**config.mk**
```make
export PLATFORM = sky130hd
export DESIGN_NAME = square_piece_list_table
export DESIGN_NICKNAME = d
export VERILOG_FILES = /design/src/hw/rtl/spl_pkg.sv /design/src/hw/rtl/spl_ctrl.sv /design/src/hw/rtl/spl_datapath.sv /design/src/hw/rtl/square_piece_list_table.sv
export VERILOG_INCLUDE_DIRS = /design/src /design/src/hw/rtl
export SDC_FILE = /design/constraint.sdc
export NUM_CORES = 1
export LEC_CHECK = 0
export BUFFER_PORTS_ARGS = -buffer_cell sky130_fd_sc_hd__buf_4
export CORE_MARGIN = 4
export CORE_UTILIZATION = 25
export CTS_CLUSTER_SIZE = 8
export DETAILED_ROUTE_END_ITERATION = 8
export SLEW_MARGIN = 20
export SYNTH_ARGS = -nofsm -noshare
export SYNTH_HDL_FRONTEND = slang
export SYNTH_SLANG_ARGS = --single-unit
```
**constraint.sdc**
```tcl
create_clock -name clk -period 8.07 [get_ports clk]
set_input_delay 0.4035 -clock clk [delete_from_list [all_inputs] [get_ports clk]]
set_output_delay 0.4035 -clock clk [all_outputs]
set_load 0.03 [all_outputs]
```
**src/hw/rtl/square_piece_list_table_macros.svh**
```systemverilog
// ---------------------------------------------------------------------------
// Assertion macros for the square piece list table
// Shared property forms used by the controller and the datapath.
// ---------------------------------------------------------------------------
`ifndef SQUARE_PIECE_LIST_TABLE_MACROS_SVH
`define SQUARE_PIECE_LIST_TABLE_MACROS_SVH

// The consequent must hold in the same cycle as the antecedent.
`define SPL_ASSERT_SAME(label, pre, post) \
    label: assert property (@(posedge clk) disable iff (!rst_n) (pre) |-> (post)) \
        else $error("square piece list table: same-cycle check failed");

// The consequent must hold in the cycle after the antecedent.
`define SPL_ASSERT_NEXT(label, pre, post) \
    label: assert property (@(posedge clk) disable iff (!rst_n) (pre) |=> (post)) \
        else $error("square piece list table: next-cycle check failed");

`endif

```
**src/hw/rtl/spl_pkg.sv**
```systemverilog
// ---------------------------------------------------------------------------
// spl_pkg
// Types and constants shared by the square piece list table modules.
// ---------------------------------------------------------------------------
`default_nettype none

package spl_pkg;

    localparam int MAX_ENTRIES_DEFAULT = 16;
    localparam int SQ_W                = 6;
    localparam int NUM_SQUARES         = 64;
    localparam int IDX_W               = 4;
    localparam int PIECE_COUNT_W       = 5;
    localparam int ACTION_W            = 2;

    typedef enum logic [ACTION_W-1:0] {
        ACT_ADD    = 2'd0,
        ACT_REMOVE = 2'd1,
        ACT_MOVE   = 2'd2,
        ACT_READ   = 2'd3
    } action_t;

    // Commands from the controller to the datapath.
    typedef struct packed {
        logic load;    // capture an accepted item
        logic lookup;  // read both memories
        logic commit;  // write memories, update count, load result
    } cmd_t;

endpackage

`default_nettype wire

```
**src/hw/rtl/spl_ctrl.sv**
```systemverilog
// ---------------------------------------------------------------------------
// spl_ctrl
// Sequencer for the lookup and commit phases and owner of the result valid.
// ---------------------------------------------------------------------------
`default_nettype none

`include "square_piece_list_table_macros.svh"

module spl_ctrl (
    input  wire logic          clk,
    input  wire logic          rst_n,
    input  wire logic          in_valid,
    output logic               in_stall,
    output logic               out_valid,
    input  wire logic          out_stall,
    output spl_pkg::cmd_t      cmd
);

    typedef enum logic [1:0] {
        ST_IDLE,
        ST_LOOKUP,
        ST_COMMIT
    } state_t;

    state_t state_reg, state_next;
    logic   out_valid_reg, out_valid_next;
    logic   out_free;
    logic   accept;

    assign out_free = !out_valid_reg || !out_stall;

    // A new item may enter while the previous one commits, if the result
    // register is free.
    assign in_stall = !((state_reg == ST_IDLE) || ((state_reg == ST_COMMIT) && out_free));
    assign accept   = in_valid && !in_stall;

    assign cmd.load   = accept;
    assign cmd.lookup = (state_reg == ST_LOOKUP);
    assign cmd.commit = (state_reg == ST_COMMIT) && out_free;

    assign out_valid = out_valid_reg;

    always_comb
    begin
        state_next     = state_reg;
        out_valid_next = out_valid_reg && out_stall;
        unique case (state_reg)
            ST_IDLE:
            begin
                if (accept)
                begin
                    state_next = ST_LOOKUP;
                end
            end
            ST_LOOKUP:
            begin
                state_next = ST_COMMIT;
            end
            ST_COMMIT:
            begin
                if (out_free)
                begin
                    out_valid_next = 1'b1;
                    state_next     = accept ? ST_LOOKUP : ST_IDLE;
                end
            end
            default:
            begin
                state_next = ST_IDLE;
            end
        endcase
    end

    always_ff @(posedge clk or negedge rst_n)
    begin
        if (!rst_n)
        begin
            state_reg     <= ST_IDLE;
            out_valid_reg <= 1'b0;
        end
        else
        begin
            state_reg     <= state_next;
            out_valid_reg <= out_valid_next;
        end
    end

    `SPL_ASSERT_NEXT(a_accept_to_lookup, accept, state_reg == ST_LOOKUP)
    `SPL_ASSERT_NEXT(a_lookup_to_commit, state_reg == ST_LOOKUP, state_reg == ST_COMMIT)
    `SPL_ASSERT_NEXT(a_commit_gives_result, cmd.commit, out_valid_reg)
    `SPL_ASSERT_SAME(a_no_overwrite, cmd.commit, !out_valid_reg || !out_stall)

endmodule

`default_nettype wire

```
**src/hw/rtl/spl_datapath.sv**
```systemverilog
// ---------------------------------------------------------------------------
// spl_datapath
// Square list and square-to-slot memories, entry count and result registers.
// ---------------------------------------------------------------------------
`default_nettype none

`include "square_piece_list_table_macros.svh"

module spl_datapath #(
    parameter int MAX_ENTRIES = spl_pkg::MAX_ENTRIES_DEFAULT
) (
    input  wire logic                               clk,
    input  wire logic                               rst_n,
    input  wire spl_pkg::cmd_t                      cmd,
    input  wire logic [spl_pkg::ACTION_W-1:0]       action,
    input  wire logic [spl_pkg::SQ_W-1:0]           square_a,
    input  wire logic [spl_pkg::SQ_W-1:0]           square_b,
    input  wire logic [spl_pkg::IDX_W-1:0]          entry_index,
    output logic      [spl_pkg::PIECE_COUNT_W-1:0]  piece_count,
    output logic      [spl_pkg::SQ_W-1:0]           entry_square,
    output logic                                    fault
);

    localparam int SLOT_W = (MAX_ENTRIES > 1) ? $clog2(MAX_ENTRIES) : 1;
    localparam int CNT_W  = $clog2(MAX_ENTRIES + 1);
    localparam int CMP_W  = 8;
    localparam int SQ_W   = spl_pkg::SQ_W;

    logic [SQ_W-1:0]   list_mem [MAX_ENTRIES];
    logic [SLOT_W-1:0] map_mem  [spl_pkg::NUM_SQUARES];

    spl_pkg::action_t          act_reg;
    logic [SQ_W-1:0]           sqa_reg;
    logic [SQ_W-1:0]           sqb_reg;
    logic [spl_pkg::IDX_W-1:0] idx_reg;

    logic [CNT_W-1:0]  count_reg, count_next;
    logic [SLOT_W-1:0] map_rd_reg;
    logic [SQ_W-1:0]   list_rd_reg;

    logic [spl_pkg::PIECE_COUNT_W-1:0] piece_count_reg;
    logic [SQ_W-1:0]                   entry_square_reg, entry_square_next;
    logic                              fault_reg, fault_next;

    logic [SQ_W-1:0]   map_raddr;
    logic [SLOT_W-1:0] list_raddr;
    logic              list_we, map_we;
    logic [SLOT_W-1:0] list_waddr;
    logic [SQ_W-1:0]   list_wdata;
    logic [SQ_W-1:0]   map_waddr;
    logic [SLOT_W-1:0] map_wdata;
    logic              full, empty, idx_ok;
    logic [CNT_W-1:0]  last_idx;

    assign full     = (count_reg == CNT_W'(MAX_ENTRIES));
    assign empty    = (count_reg == '0);
    assign idx_ok   = (CMP_W'(idx_reg) < CMP_W'(count_reg));
    assign last_idx = empty ? '0 : (count_reg - CNT_W'(1));

    // Lookup phase: the map is read for the named square, the list at the
    // requested position for a read and at its last entry otherwise.
    always_comb
    begin
        map_raddr  = (act_reg == spl_pkg::ACT_REMOVE) ? sqb_reg : sqa_reg;
        list_raddr = (act_reg == spl_pkg::ACT_READ) ? SLOT_W'(idx_reg) : SLOT_W'(last_idx);
    end

    always_comb
    begin
        list_we           = 1'b0;
        map_we            = 1'b0;
        list_waddr        = map_rd_reg;
        list_wdata        = sqb_reg;
        map_waddr         = sqb_reg;
        map_wdata         = map_rd_reg;
        count_next        = count_reg;
        entry_square_next = '0;
        fault_next        = 1'b0;
        unique case (act_reg)
            spl_pkg::ACT_ADD:
            begin
                fault_next = full;
                if (!full)
                begin
                    list_we    = 1'b1;
                    map_we     = 1'b1;
                    list_waddr = SLOT_W'(count_reg);
                    list_wdata = sqa_reg;
                    map_waddr  = sqa_reg;
                    map_wdata  = SLOT_W'(count_reg);
                    count_next = count_reg + CNT_W'(1);
                end
            end
            spl_pkg::ACT_REMOVE:
            begin
                fault_next = empty;
                if (!empty)
                begin
                    // The last entry fills the hole left by the removed square.
                    list_we    = 1'b1;
                    map_we     = 1'b1;
                    list_waddr = map_rd_reg;
                    list_wdata = list_rd_reg;
                    map_waddr  = list_rd_reg;
                    map_wdata  = map_rd_reg;
                    count_next = count_reg - CNT_W'(1);
                end
            end
            spl_pkg::ACT_MOVE:
            begin
                list_we = 1'b1;
                map_we  = 1'b1;
            end
            spl_pkg::ACT_READ:
            begin
                entry_square_next = idx_ok ? list_rd_reg : '0;
            end
            default:
            begin
                fault_next = 1'b0;
            end
        endcase
    end

    always_ff @(posedge clk)
    begin
        if (cmd.load)
        begin
            act_reg <= spl_pkg::action_t'(action);
            sqa_reg <= square_a;
            sqb_reg <= square_b;
            idx_reg <= entry_index;
        end
        if (cmd.lookup)
        begin
            map_rd_reg  <= map_mem[map_raddr];
            list_rd_reg <= list_mem[list_raddr];
        end
        if (cmd.commit)
        begin
            piece_count_reg  <= spl_pkg::PIECE_COUNT_W'(count_next);
            entry_square_reg <= entry_square_next;
            fault_reg        <= fault_next;
        end
    end

    always_ff @(posedge clk)
    begin
        if (cmd.commit && list_we)
        begin
            list_mem[list_waddr] <= list_wdata;
        end
    end

    always_ff @(posedge clk)
    begin
        if (cmd.commit && map_we)
        begin
            map_mem[map_waddr] <= map_wdata;
        end
    end

    always_ff @(posedge clk or negedge rst_n)
    begin
        if (!rst_n)
        begin
            count_reg <= '0;
        end
        else if (cmd.commit)
        begin
            count_reg <= count_next;
        end
    end

    assign piece_count  = piece_count_reg;
    assign entry_square = entry_square_reg;
    assign fault        = fault_reg;

    `SPL_ASSERT_SAME(a_count_bound, 1'b1, CMP_W'(count_reg) <= CMP_W'(MAX_ENTRIES))
    `SPL_ASSERT_NEXT(a_fault_keeps_count, cmd.commit && fault_next, $stable(count_reg))

endmodule

`default_nettype wire

```
**src/hw/rtl/square_piece_list_table.sv**
```systemverilog
// ---------------------------------------------------------------------------
// square_piece_list_table
// Dense list of occupied squares with a square-to-slot map and swap-remove.
// ---------------------------------------------------------------------------
// Each item passes through a lookup state that reads the square-to-slot
// map and the square list together, then a commit state that writes both
// memories and the count and loads the result register. The next item is
// accepted during the commit state if the result register is free; the
// dependent map read and list write of a remove stay in separate states.
// The result register holds one finished item; while it is stalled, the
// item in work waits in its commit state. Both memories start undefined;
// remove or move on a square that was never added returns an undefined slot.
`default_nettype none

module square_piece_list_table #(
    parameter int MAX_ENTRIES = spl_pkg::MAX_ENTRIES_DEFAULT
) (
    input  wire logic                               clk,
    input  wire logic                               rst_n,
    input  wire logic                               in_valid,
    output logic                                    in_stall,
    input  wire logic [spl_pkg::ACTION_W-1:0]       action,
    input  wire logic [spl_pkg::SQ_W-1:0]           square_a,
    input  wire logic [spl_pkg::SQ_W-1:0]           square_b,
    input  wire logic [spl_pkg::IDX_W-1:0]          entry_index,
    output logic                                    out_valid,
    input  wire logic                               out_stall,
    output logic      [spl_pkg::PIECE_COUNT_W-1:0]  piece_count,
    output logic      [spl_pkg::SQ_W-1:0]           entry_square,
    output logic                                    fault
);

    spl_pkg::cmd_t cmd;

    spl_ctrl u_ctrl (
        .clk       (clk),
        .rst_n     (rst_n),
        .in_valid  (in_valid),
        .in_stall  (in_stall),
        .out_valid (out_valid),
        .out_stall (out_stall),
        .cmd       (cmd)
    );

    spl_datapath #(
        .MAX_ENTRIES (MAX_ENTRIES)
    ) u_datapath (
        .clk          (clk),
        .rst_n        (rst_n),
        .cmd          (cmd),
        .action       (action),
        .square_a     (square_a),
        .square_b     (square_b),
        .entry_index  (entry_index),
        .piece_count  (piece_count),
        .entry_square (entry_square),
        .fault        (fault)
    );

endmodule

`default_nettype wire

```
==> summary.txt <==
Drt
  • Starting DRT DRC Count: between 900 and 1000
  • Vias: between 9000 and 10000
  • DRC Markers: 0
  • ANT nets after route: 0
  • Drt total wl: 37.4 mm
  • Vias/cell: 4.62
  • Routed length per placed instance: between 15 and 20 um
  • Drt first pass iters: 5

Floorplanning
  • Die ar.: 69100 sq um
  • Placeable Area: 64300 sq um
  • # rows: just over 90
  • Initial core utilization: 0.252
  • Die outline width: ~260 um
  • Chip height: 263 um
  • I/O pins: 36

Placement
  • Post-DP Area: 17600 sq um
  • Routability congestion estimate: 0.832
  • PortBufs: 35
  • Detailed placement HPWL: 23.4 mm

Pwr
  • Pwr/cell area: 289 nW/um^2
  • Sequential Power Share: 0.449
  • Static Leak: 6.25 nW
  • Clock share of power: 0.376
  • Sw power: ~1.5 mW
  • Power share of the combinational group: 0.175
  • Peak supply drop: approximately 200 uV
  • Switching part of the total: 0.268
  • Internal power: 4.09 mW

Critical path
  • Critical Path AT: 4.63 ns
  • R2r worst-path depth: 8
  • WS Path Type: reg -> reg
  • Required time worst endpoint: between 8 and 9 ns
  • CP Launch Type: flip-flop
  • Crit. Startpoint: u_datapath.count_reg[1]
  • Critical path peak fanout: 19
  • Worst reg2reg startpoint: u_datapath.count_reg[1]
  • Crit. End Element: flip-flop

Worst hold path
  • WHS Path Cells: 3
  • Hold Crit Class: in -> reg
  • Hold path start: out_stall

Timing
  • Final hold vios: 0
  • Worst Clk Skew: 0.0409 ns
  • Slew Viols, Final: 0
  • Final setup violation count: 0
  • Min cycle time layout: 4.45 ns
  • Period utilization: 0.552
  • Setup TNS: 0 ns
  • Relative slew margins: 0.256
  • FMAX: 225 MHz
  • RSZ-0062 raised after global routing: false
  • Worst-Margin Slew: 1.12 ns

Clock network
  • Deepest clock path buffer count: 3
  • Clock Latency Late Sink: between 0.5 and 0.6 ns
  • Root Buffer Master: clkbuf_16
  • Post-CTS setup buffers: 0
  • Inserted Clock Buffers: 56
  • CTS HTree Levels: 2
  • Sink Count: 400
  • Worst-path clk slew: around 0.050 ns
  • CTS tree: yes

Synthesis
  • Mapped Area: 16200 sq um
  • Seq/Total Area, Yosys: 0.737
  • Ys async rst share: 0.0200
  • Post-synthesis cell count: 990
  • Number of enable flip-flop cells after synthesis: around 400
  • Warnings, synthesis: 0
  • Most used DFF post-synth: edfxtp_1
  • #FFs+latches synth: 400
  • Avg Cell Area, Syn: 16.4 sq um
  • Synth cell types: 54
  • Mapped Nets: 1018

Finish
  • Largest reg by FF count: u_datapath.map_mem
  • Fill cells: approximately 6300
  • Max reg flops: 256
  • P&R area growth vs syn: 18.9%
  • Finished Core Util: 0.300
  • Multi-input logic area: 4040 sq um
  • ANT cells: 0
  • FF+latch area: 12000 sq um
  • Largest regs: u_datapath.map_mem (256), u_datapath.list_mem (96)
  • Cell area after layout: 19300 sq um
  • Final net count: 1111
  • Share of post-route cells with drive strength above 1: 0.170

Global route
  • First-pass GRT wire length: 57.8 mm
  • Gr usage total: 0.106
  • Number of global-route vias before repair: between 9000 and 10000
  • Initial antenna violation count: 0
  • Largest net degree at the start of global routing: 68
  • Gr ovfl total: 0

Run
  • Max Cap Viol: 0

Run status
  • Outcome: finished clean
-- cell type report --
cell class,count,share of cell area
tap,855,0.0554
timing repair buffer,70,0.0297
multi-input combinational,529,0.209
sequential,400,0.620
clock buffer,79,0.0775
clock inverter,4,0.00382
inverter,26,0.00505
-- power groups by stage --
stage | logic (mW) | clock network [mW] | registers, mW
3_5_place_dp | 0.981 | 0 | 2.55
4_1_cts | 0.991 | 2.15 | 2.51
6_report | 0.979 | 2.10 | 2.51
2_1_floorplan | 0.671 | 0 | 2.54
3_3_place_gp | 0.977 | 0 | 2.55
5_1_grt | 1.07 | 2.24 | 2.52
-- layer usage --
layer  track usage  part of all wire  vias to the layer above
met5             0                 0                        -
met4        0.0344             0.024                        0
met3        0.0172             0.066                       60
met2         0.172              0.48                      365
met1         0.146              0.43                     4571
li1              -                 -                     4077
-- Yosys cell counts (2+ instances only) --
cell / number / share of area
dfrtp_1: 8 / 0.012
inv_2: 2 / 0.00046
a22o_1: 14 / 0.0075
mux2i_1: 37 / 0.023
a221oi_1: 4 / 0.0022
a32oi_1: 8 / 0.0043
buf_2: 8 / 0.0025
nor3b_1: 3 / 0.0014
and2_1: 2 / 0.00077
edfxtp_1: 392 / 0.72
nand4_1: 4 / 0.0015
nand2_1: 111 / 0.026
mux4_2: 56 / 0.078
buf_6: 4 / 0.0028
a31o_2: 2 / 0.0011
o21bai_1: 2 / 0.00092
a221o_2: 2 / 0.0014
ha_1: 6 / 0.0046
a31oi_1: 23 / 0.0089
nor3_1: 17 / 0.0052
nand3_1: 22 / 0.0068
o21ai_0: 14 / 0.0043
a21oi_1: 11 / 0.0034
nand2b_1: 9 / 0.0035
o32ai_1: 4 / 0.0022
buf_4: 4 / 0.0018
a222oi_1: 7 / 0.0043
a211oi_1: 2 / 0.00092
or3_1: 4 / 0.0015
nor2b_1: 9 / 0.0035
nor2_1: 112 / 0.026
a221oi_2: 2 / 0.0018
a22oi_1: 13 / 0.0060
a2111oi_0: 2 / 0.0011
and3_1: 10 / 0.0039
inv_1: 24 / 0.0055
clkbuf_1: 19 / 0.0044
-- timing repair --
item / CTS / global route
setup endpoints to repair: 0 / 0
resized for setup: 0 / 0
endpoints found under the hold margin: 26 / 0
hold buffers: 19 / 0
-- path summary, 6_finish.rpt --
check / endpoint / slack (ns)
max in group asynchronous: u_ctrl.state_reg[0] / 7.71
min in group asynchronous: u_datapath.count_reg[0] / 0.20
setup reg to reg: u_datapath.list_mem[12][4] / 3.62
setup / recovery: u_datapath.list_mem[12][4] / 3.62
hold / removal: u_ctrl.out_valid / 0.07
hold reg to reg: u_ctrl.state_reg[0] / 0.58
-- cell usage in the layout (no fill, tap or decap), types with 3 or more instances in the layout --
master           n
nand2_1        111
nand2b_1         9
and3_1          10
nand4_1          4
a21oi_1         10
clkbuf_1        22
buf_4           51
ha_1             6
nor3_1          17
a22o_1          14
nand3_1         22
inv_1           21
dlygate4sd3_1   19
o21ai_0         13
mux4_2          56
clkinv_1         3
mux2i_1         34
a222oi_1         7
nor2_1         112
nor3b_1          3
nor2b_1          9
or3_1            4
a32oi_1          8
a221oi_1         4
a22oi_1         13
o32ai_1          4
clkbuf_16       56
dfrtp_1          8
a31oi_1         23
edfxtp_1       392
-- stage by stage --
step | power, mW | setup WS, ns | std cells | hold WS, ns
after floorplan | 3.21 | 2.82 | 990 | 0.108
after global placement | 3.53 | 3.66 | 1861 | 0.242
after CTS | 5.65 | 3.55 | 1963 | 0.0450
final | 5.59 | 3.62 | 1963 | 0.0718
after global routing | 5.83 | 3.21 | 1963 | 0.0764
after detailed placement | 3.53 | 3.59 | 1861 | 0.245
-- kinds of logic after synthesis --
group,share of synthesized area
xor gates and xnor gates,0.000539
DFF,0.737
AOI/OAI and AO/OA,0.0544
and+or+nand+nor,0.0836
adders and majority gates,0.00462
muxes,0.103
buffers and inverters,0.0175
-- critical path: stages (launching register included) --
cell and delay, ns:
dfrtp_1 0.41, inv_1 0.19, ha_1 0.32, nand4bb_1 0.29, nand2_1 0.48, mux2i_1 0.42, clkinv_1 0.55, or3_1 0.61
nor3_1 0.76
(Power assumes the default switching activity.)
